==> src/hdl/spf_pkg.sv <==
package spf_pkg;

  localparam int BYTE_W          = 8;
  localparam int CNT_W           = 6;
  localparam int MAX_PAYLOAD_DEF = 51;

  localparam logic [BYTE_W-1:0] HDR_BYTE  = 8'hFF;
  localparam logic [BYTE_W-1:0] CK_MASK   = 8'hFE;
  localparam logic [BYTE_W-1:0] SIZE_BIAS = 8'd7;

  localparam logic ACT_APPEND = 1'b0;
  localparam logic ACT_SEND   = 1'b1;

  // Source of the byte loaded into the output register.
  typedef enum logic [2:0] {
    SEL_ZERO = 3'd0,
    SEL_HDR  = 3'd1,
    SEL_SIZE = 3'd2,
    SEL_ID   = 3'd3,
    SEL_CMD  = 3'd4,
    SEL_CK1  = 3'd5,
    SEL_CK2  = 3'd6,
    SEL_PAY  = 3'd7
  } sel_t;

  // Commands from the controller to the datapath.
  typedef struct packed {
    logic append;
    logic latch;
    logic out_load;
    sel_t sel;
    logic last;
    logic ovf;
    logic idx_inc;
    logic clear;
  } cmd_t;

  // Status from the datapath to the controller.
  typedef struct packed {
    logic out_free;
    logic full;
    logic count_zero;
    logic pay_last;
  } stat_t;

endpackage

==> src/hdl/spf_ctrl.sv <==
module spf_ctrl
  import spf_pkg::*;
(
  input  logic  clk,
  input  logic  rst_n,
  input  logic  in_valid,
  input  logic  in_action,
  input  stat_t stat,
  output logic  in_stall,
  output cmd_t  cmd
);

  typedef enum logic [7:0] {
    ST_IDLE = 8'b0000_0001,
    ST_HDR2 = 8'b0000_0010,
    ST_SIZE = 8'b0000_0100,
    ST_ID   = 8'b0000_1000,
    ST_CMD  = 8'b0001_0000,
    ST_CK1  = 8'b0010_0000,
    ST_CK2  = 8'b0100_0000,
    ST_PAY  = 8'b1000_0000
  } state_t;

  state_t state_r;
  state_t state_nxt;

  always_comb begin
    cmd       = '0;
    cmd.sel   = SEL_ZERO;
    state_nxt = state_r;
    in_stall  = 1'b1;
    case (state_r)
      ST_IDLE: begin
        in_stall = !stat.out_free;
        if (in_valid && stat.out_free) begin
          if (in_action == ACT_SEND) begin
            cmd.latch    = 1'b1;
            cmd.out_load = 1'b1;
            cmd.sel      = SEL_HDR;
            state_nxt    = ST_HDR2;
          end else if (stat.full) begin
            cmd.out_load = 1'b1;
            cmd.sel      = SEL_ZERO;
            cmd.last     = 1'b1;
            cmd.ovf      = 1'b1;
          end else begin
            cmd.append = 1'b1;
          end
        end
      end
      ST_HDR2: begin
        if (stat.out_free) begin
          cmd.out_load = 1'b1;
          cmd.sel      = SEL_HDR;
          state_nxt    = ST_SIZE;
        end
      end
      ST_SIZE: begin
        if (stat.out_free) begin
          cmd.out_load = 1'b1;
          cmd.sel      = SEL_SIZE;
          state_nxt    = ST_ID;
        end
      end
      ST_ID: begin
        if (stat.out_free) begin
          cmd.out_load = 1'b1;
          cmd.sel      = SEL_ID;
          state_nxt    = ST_CMD;
        end
      end
      ST_CMD: begin
        if (stat.out_free) begin
          cmd.out_load = 1'b1;
          cmd.sel      = SEL_CMD;
          state_nxt    = ST_CK1;
        end
      end
      ST_CK1: begin
        if (stat.out_free) begin
          cmd.out_load = 1'b1;
          cmd.sel      = SEL_CK1;
          state_nxt    = ST_CK2;
        end
      end
      ST_CK2: begin
        if (stat.out_free) begin
          cmd.out_load = 1'b1;
          cmd.sel      = SEL_CK2;
          cmd.last     = stat.count_zero;
          if (stat.count_zero) begin
            cmd.clear = 1'b1;
            state_nxt = ST_IDLE;
          end else begin
            state_nxt = ST_PAY;
          end
        end
      end
      ST_PAY: begin
        if (stat.out_free) begin
          cmd.out_load = 1'b1;
          cmd.sel      = SEL_PAY;
          cmd.last     = stat.pay_last;
          if (stat.pay_last) begin
            cmd.clear = 1'b1;
            state_nxt = ST_IDLE;
          end else begin
            cmd.idx_inc = 1'b1;
          end
        end
      end
      default: begin
        state_nxt = ST_IDLE;
      end
    endcase
  end

  always_ff @(posedge clk) begin
    if (!rst_n) begin
      state_r <= ST_IDLE;
    end else begin
      state_r <= state_nxt;
    end
  end

endmodule

==> src/hdl/spf_dp.sv <==
module spf_dp
  import spf_pkg::*;
#(
  parameter int MAX_PAYLOAD = MAX_PAYLOAD_DEF
)
(
  input  logic              clk,
  input  logic              rst_n,
  input  logic [BYTE_W-1:0] in_payload_byte,
  input  logic [BYTE_W-1:0] in_dest_id,
  input  logic [BYTE_W-1:0] in_command,
  input  cmd_t              cmd,
  input  logic              out_stall,
  output stat_t             stat,
  output logic              out_valid,
  output logic [BYTE_W-1:0] out_byte,
  output logic              out_last,
  output logic              out_overflow
);

  localparam int AW = (MAX_PAYLOAD > 1) ? $clog2(MAX_PAYLOAD) : 1;

  logic [BYTE_W-1:0] mem [MAX_PAYLOAD];
  logic [BYTE_W-1:0] rd_data_r;

  logic [CNT_W-1:0]  count_r;
  logic [BYTE_W-1:0] xor_r;
  logic [AW-1:0]     idx_r;
  logic [AW-1:0]     idx_nxt;

  logic [BYTE_W-1:0] id_r;
  logic [BYTE_W-1:0] command_r;
  logic [BYTE_W-1:0] size_r;
  logic [BYTE_W-1:0] ck1_r;
  logic [BYTE_W-1:0] size_nxt;
  logic [BYTE_W-1:0] ck1_nxt;

  logic              out_valid_r;
  logic [BYTE_W-1:0] out_byte_r;
  logic              out_last_r;
  logic              out_ovf_r;
  logic [BYTE_W-1:0] out_byte_nxt;

  assign size_nxt = BYTE_W'(count_r) + SIZE_BIAS;
  assign ck1_nxt  = (size_nxt ^ in_dest_id ^ in_command ^ xor_r) & CK_MASK;

  // The read address runs one step ahead so that rd_data_r always holds
  // the entry at idx_r, even across stalls.
  always_comb begin
    if (cmd.clear) begin
      idx_nxt = '0;
    end else if (cmd.idx_inc) begin
      idx_nxt = idx_r + AW'(1);
    end else begin
      idx_nxt = idx_r;
    end
  end

  always_comb begin
    case (cmd.sel)
      SEL_HDR:  out_byte_nxt = HDR_BYTE;
      SEL_SIZE: out_byte_nxt = size_r;
      SEL_ID:   out_byte_nxt = id_r;
      SEL_CMD:  out_byte_nxt = command_r;
      SEL_CK1:  out_byte_nxt = ck1_r;
      SEL_CK2:  out_byte_nxt = (~ck1_r) & CK_MASK;
      SEL_PAY:  out_byte_nxt = rd_data_r;
      default:  out_byte_nxt = '0;
    endcase
  end

  always_ff @(posedge clk) begin
    if (cmd.append) begin
      mem[count_r[AW-1:0]] <= in_payload_byte;
    end
    rd_data_r <= mem[idx_nxt];
  end

  always_ff @(posedge clk) begin
    if (cmd.latch) begin
      id_r      <= in_dest_id;
      command_r <= in_command;
      size_r    <= size_nxt;
      ck1_r     <= ck1_nxt;
    end
    if (cmd.out_load) begin
      out_byte_r <= out_byte_nxt;
      out_last_r <= cmd.last;
      out_ovf_r  <= cmd.ovf;
    end
  end

  always_ff @(posedge clk) begin
    if (!rst_n) begin
      count_r     <= '0;
      xor_r       <= '0;
      idx_r       <= '0;
      out_valid_r <= 1'b0;
    end else begin
      idx_r <= idx_nxt;
      if (cmd.clear) begin
        count_r <= '0;
        xor_r   <= '0;
      end else if (cmd.append) begin
        count_r <= count_r + CNT_W'(1);
        xor_r   <= xor_r ^ in_payload_byte;
      end
      if (cmd.out_load) begin
        out_valid_r <= 1'b1;
      end else if (!out_stall) begin
        out_valid_r <= 1'b0;
      end
    end
  end

  assign stat.out_free   = !out_valid_r || !out_stall;
  assign stat.full       = count_r >= CNT_W'(MAX_PAYLOAD);
  assign stat.count_zero = count_r == '0;
  assign stat.pay_last   = (CNT_W'(idx_r) + CNT_W'(1)) == count_r;

  assign out_valid    = out_valid_r;
  assign out_byte     = out_byte_r;
  assign out_last     = out_last_r;
  assign out_overflow = out_ovf_r;

`ifndef NO_ASSERTIONS
  a_count_bound: assert property (@(posedge clk) disable iff (!rst_n)
    count_r <= CNT_W'(MAX_PAYLOAD))
    else $error("payload count above store depth");

  a_no_overwrite: assert property (@(posedge clk) disable iff (!rst_n)
    (out_valid_r && out_stall) |-> !cmd.out_load)
    else $error("output register loaded while a transfer is pending");

  a_ovf_keeps_state: assert property (@(posedge clk) disable iff (!rst_n)
    cmd.ovf |=> ($stable(count_r) && $stable(xor_r)))
    else $error("refused append changed the payload state");

  a_pay_in_range: assert property (@(posedge clk) disable iff (!rst_n)
    (cmd.out_load && (cmd.sel == SEL_PAY)) |-> (CNT_W'(idx_r) < count_r))
    else $error("payload read beyond stored bytes");
`endif

endmodule

==> src/hdl/servo_packet_framer_core.sv <==
// Append: a transfer gives no result; a refused append into a full store puts
// one error result in the output register on the next cycle.
// Send: the first header byte is in the output register the cycle after the transfer, and
// a packet of 7 + n bytes leaves at one byte per cycle while the receiver does not stall;
// the next item is taken once the last byte is loaded.
// Synchronous active-low reset empties the store and clears the running XOR and out_valid.
module servo_packet_framer_core
  import spf_pkg::*;
#(
  parameter int MAX_PAYLOAD = MAX_PAYLOAD_DEF
)
(
  input  logic              clk,
  input  logic              rst_n,
  input  logic              in_valid,
  output logic              in_stall,
  input  logic              in_action,
  input  logic [BYTE_W-1:0] in_payload_byte,
  input  logic [BYTE_W-1:0] in_dest_id,
  input  logic [BYTE_W-1:0] in_command,
  output logic              out_valid,
  input  logic              out_stall,
  output logic [BYTE_W-1:0] out_byte,
  output logic              out_last,
  output logic              out_overflow
);

  // The controller walks the packet fields in order, one per output transfer slot.
  // The datapath holds the payload memory, the byte count, the running XOR of the
  // payload, the header fields latched at the send transfer and the output register.
  // The output register frees its slot in the same cycle that a transfer takes it,
  // so bytes stream back to back as long as the receiver does not stall.

  cmd_t  cmd;
  stat_t stat;

  spf_ctrl u_ctrl (
    .clk       (clk),
    .rst_n     (rst_n),
    .in_valid  (in_valid),
    .in_action (in_action),
    .stat      (stat),
    .in_stall  (in_stall),
    .cmd       (cmd)
  );

  spf_dp #(
    .MAX_PAYLOAD (MAX_PAYLOAD)
  ) u_dp (
    .clk             (clk),
    .rst_n           (rst_n),
    .in_payload_byte (in_payload_byte),
    .in_dest_id      (in_dest_id),
    .in_command      (in_command),
    .cmd             (cmd),
    .out_stall       (out_stall),
    .stat            (stat),
    .out_valid       (out_valid),
    .out_byte        (out_byte),
    .out_last        (out_last),
    .out_overflow    (out_overflow)
  );

endmodule

==> config.mk <==
export PLATFORM = sky130hd
export DESIGN_NAME = servo_packet_framer_core
export DESIGN_NICKNAME = d
export VERILOG_FILES = /design/src/hdl/spf_pkg.sv /design/src/hdl/spf_ctrl.sv /design/src/hdl/spf_dp.sv /design/src/hdl/servo_packet_framer_core.sv
export SDC_FILE = /design/constraint.sdc
export NUM_CORES = 1
export LEC_CHECK = 0
export ABC_AREA = 1
export BUFFER_PORTS_ARGS = -buffer_cell sky130_fd_sc_hd__buf_4
export CORE_MARGIN = 8
export CORE_UTILIZATION = 59
export CTS_BUF_LIST = sky130_fd_sc_hd__clkbuf_4 sky130_fd_sc_hd__clkbuf_8
export DETAILED_ROUTE_END_ITERATION = 12
export PLACE_DENSITY = 0.79
export SLEW_MARGIN = 20
export SYNTH_ARGS = -nofsm -noshare
export SYNTH_HDL_FRONTEND = slang
export SYNTH_SLANG_ARGS = --single-unit
==> constraint.sdc <==
create_clock -name clk -period 3.16 [get_ports clk]
set_clock_uncertainty 0.15 [all_clocks]
set_input_delay 0.632 -clock clk [delete_from_list [all_inputs] [get_ports clk]]
set_output_delay 0.632 -clock clk [all_outputs]
set_load 0.01 [all_outputs]
==> results.txt <==
Crit start category: flop
Netlist cell types: 41
Most common cell after layout, fill and taps aside: edfxtp_1
Vias post-DR: 16,000
Hold slack: 0.0402 ns
Vias in the first global route: 15,300
Clock tree sinks: 484
R2R cell count: 19
Tcrit/Tclk final: 96.8%
Grt total ovfl: 0
Chip Height: 206 microns
Row count: 69
Reg2Reg Setup Slack: 0.10 ns
Layout Cells excl Fill: 2,699
Maximum clock rate: 327 MHz
Ys async rst share: 0%
Register area share after synthesis: 66.4%
Root buffer cell: clkbuf_8
Number of I/O port buffers: 40
Clk buf depth: 3
Design area: 24,900 sq um
Nature of the critical path endpoint: flop
Vias/cell: 5.91
Synth Register Bits: 484
CP Class: reg -> reg
Hold EP: u_dp.command_r[3]
Mapped cell area: 21,400 sq um
Most frequent cells in the layout: edfxtp_1, nand3_1, nand2_1
RR Startpoint: u_dp.idx_r[0]
Register clock-pin slew on the reported worst setup and hold paths: 0.06 ns
DRC viols: 0
Min-Delay Path Depth: 1
Nets: 2,212
Initial Utilization: 60.0%
Layout area overhead: 16.7%
Largest net degree at the start of global routing: 62
Critical path arrival: 3.43 ns
Initial antenna violation count: 1
WP data required: 3.53 ns
Core footprint: 35,600 sq um
Slew Viols, Final: 0
Max Cap Viol: 0
DP HPWL: 34,900 microns
First-pass detailed-route iteration total: 6
Final Util: 70.1%
Worst slew margin: 49.5%
Global Route Usage Sum: 26.9%
Hold Path Class: in -> reg
Clock H-tree levels: 3
Post-DP Area: 22,900 sq um
Pleak: 0.00987 uW
Syn Inst Count: 2,012
Slew of the pin with the lowest slew margin: 0.758 ns
Ant. Diodes: 0
I/O pin total: 41
Setup violations, final: 0
Cts bufs inserted: 79
Setup WS pre-CTS: -0.133 ns
Clk_lat worst skew: 0.65 ns
Final min period: 3.06 ns
Mapped Avg Cell Area: 10.6 sq um
Chip width: 206 microns
Iteration-0 DRC Markers: 2,138
R2R Path End: u_dp.rd_data_r[7]
Final hold vios: 0
Fin worst setup slack: 0.102 ns
Die footprint: 42,500 sq um
Max VDD drop: 569 uV
CTS tree: done
Main synth FF type: edfxtp_1
Pwr/cell area: 622 nW/um^2
First-pass GRT wire length: 86,700 microns
Inst Count DP: 2,541
Routability Congestion: 0.960
Syn nets: 2,045
Total wire length: 57,800 microns
Outcome: completed
Crit Path Max Fanout: 16
Routed Antenna Nets: 0
Fraction of layout cells with a size suffix above 1: 16.4%
HP Start: in_command[3]
EDFF count, synth: 448
Wire per inst: 21.4 microns
Yosys warnings: 0
==> critical path: stages, from the launching register on <==
cell and delay, ns:
dfxtp_1 0.38, buf_4 0.17, nand3_1 0.11, nand2_1 0.10
nand2_1 0.07, nand2_1 0.08, inv_1 0.05, nor2_2 0.14
nand3_4 0.14, nand4_1 0.18, nand3_4 0.22, inv_4 0.17
buf_8 0.19, nand2_1 0.07, nand3_1 0.11, nand3_1 0.14
nand3_1 0.16, nand3_1 0.13, nand2_1 0.12, nand2_1 0.06
==> state kept, by name, summed over array words and instances, names as in the netlist <==
name / count
u_dp.out_overflow: 1
u_dp.xor_r: 7
u_dp.mem: 408
u_dp.out_valid: 1
u_dp.out_byte: 8
u_dp.ck1_r: 7
u_dp.command_r: 8
u_dp.idx_r: 6
u_ctrl.state_r: 8
u_dp.id_r: 8
u_dp.count_r: 6
u_dp.size_r: 7
u_dp.rd_data_r: 8
u_dp.out_last: 1
==> power by group <==
part	internal, uW	switching, uW
clock	2970	2440
sequential	7350	191
combinational	901	1650
total	11200	4280
==> layer usage <==
metal  track usage [%]  vias to the layer above  wire, microns
li1                  -                     7181              -
met1              34.1                     7615          21500
met2              44.2                     1005          28200
met3              6.10                      149           6010
met4              11.8                        0           2070
met5                 0                        -              0
==> per-stage QoR <==
step / total power (uW) / TNS [ns]
6_report: 15500 / 0
5_1_grt: 16000 / -0.0656
4_1_cts: 15400 / 0
3_5_place_dp: 10000 / -0.376
3_3_place_gp: 9950 / -0.0305
2_1_floorplan: 9000 / 0
==> Yosys cell counts, types with 4 or more instances <==
cell / count / area (sq um)
nand4_1: 15 / 93.8
buf_4: 13 / 97.6
or2_1: 4 / 25.0
inv_2: 8 / 30.0
clkbuf_1: 26 / 97.6
o21ai_1: 23 / 115
nor4_1: 5 / 31.3
nand3_2: 4 / 40.0
o21ai_0: 29 / 145
o211ai_1: 27 / 203
a21oi_1: 18 / 90.1
dfxtp_1: 36 / 721
ha_1: 4 / 50.1
a221oi_1: 6 / 52.6
nand3_1: 358 / 1790
buf_2: 51 / 255
nor2_1: 212 / 796
edfxtp_1: 448 / 13500
buf_1: 8 / 30.0
inv_1: 260 / 976
xnor2_1: 15 / 131
nand2_1: 333 / 1250
xor2_1: 17 / 149
nand3b_1: 67 / 503
==> how the worst max path moves through the flow <==
stage	start	to	slack [ns]	cells past startpoint
floorplan	u_ctrl.state_r[4]	u_dp.ck1_r[1]	0.20	7
global placement	u_dp.idx_r[0]	u_dp.rd_data_r[4]	-0.03	21
detailed placement	u_dp.idx_r[1]	u_dp.rd_data_r[4]	-0.13	21
CTS	u_dp.idx_r[1]	u_dp.rd_data_r[4]	0.02	19
global route	u_dp.idx_r[0]	u_dp.rd_data_r[3]	-0.05	18
finish	u_dp.idx_r[0]	u_dp.rd_data_r[7]	0.10	19
==> logic make-up (layout without fill, tap and decap cells) <==
family	count (synthesis)	in the layout	share of synthesized area (%)
flip-flops	484	484	66.4
XOR/XNOR	32	32	1.31
AO/OA/AOI/OAI	109	109	3.09
AND/OR/NAND/NOR	1016	1016	22.0
buffers and inverters	367	593	7.01
adder cells (fa/ha/maj)	4	4	0.234
==> area by class of cell <==
| cell class | instances | area, sq um |
|---|---|---|
| Fill cell | 2448 | 10600 |
| Clock inverter | 27 | 180 |
| Sequential cell | 484 | 14200 |
| Timing Repair Buffer | 185 | 1750 |
| Tap cell | 461 | 577 |
| Clock buffer | 113 | 1380 |
| Inverter | 268 | 1010 |
| Multi-Input combinational cell | 1161 | 5850 |
==> repair_timing <==
item,4_1_cts,5_1_grt
hold buffers,0,3
gates cloned,1,3
hold endpoints to repair,0,3
resized for setup,3,47
pin swaps,0,16
endpoints found under the setup margin,6,111
setup buffers,3,8
Power figures use the tool's default switching activity.
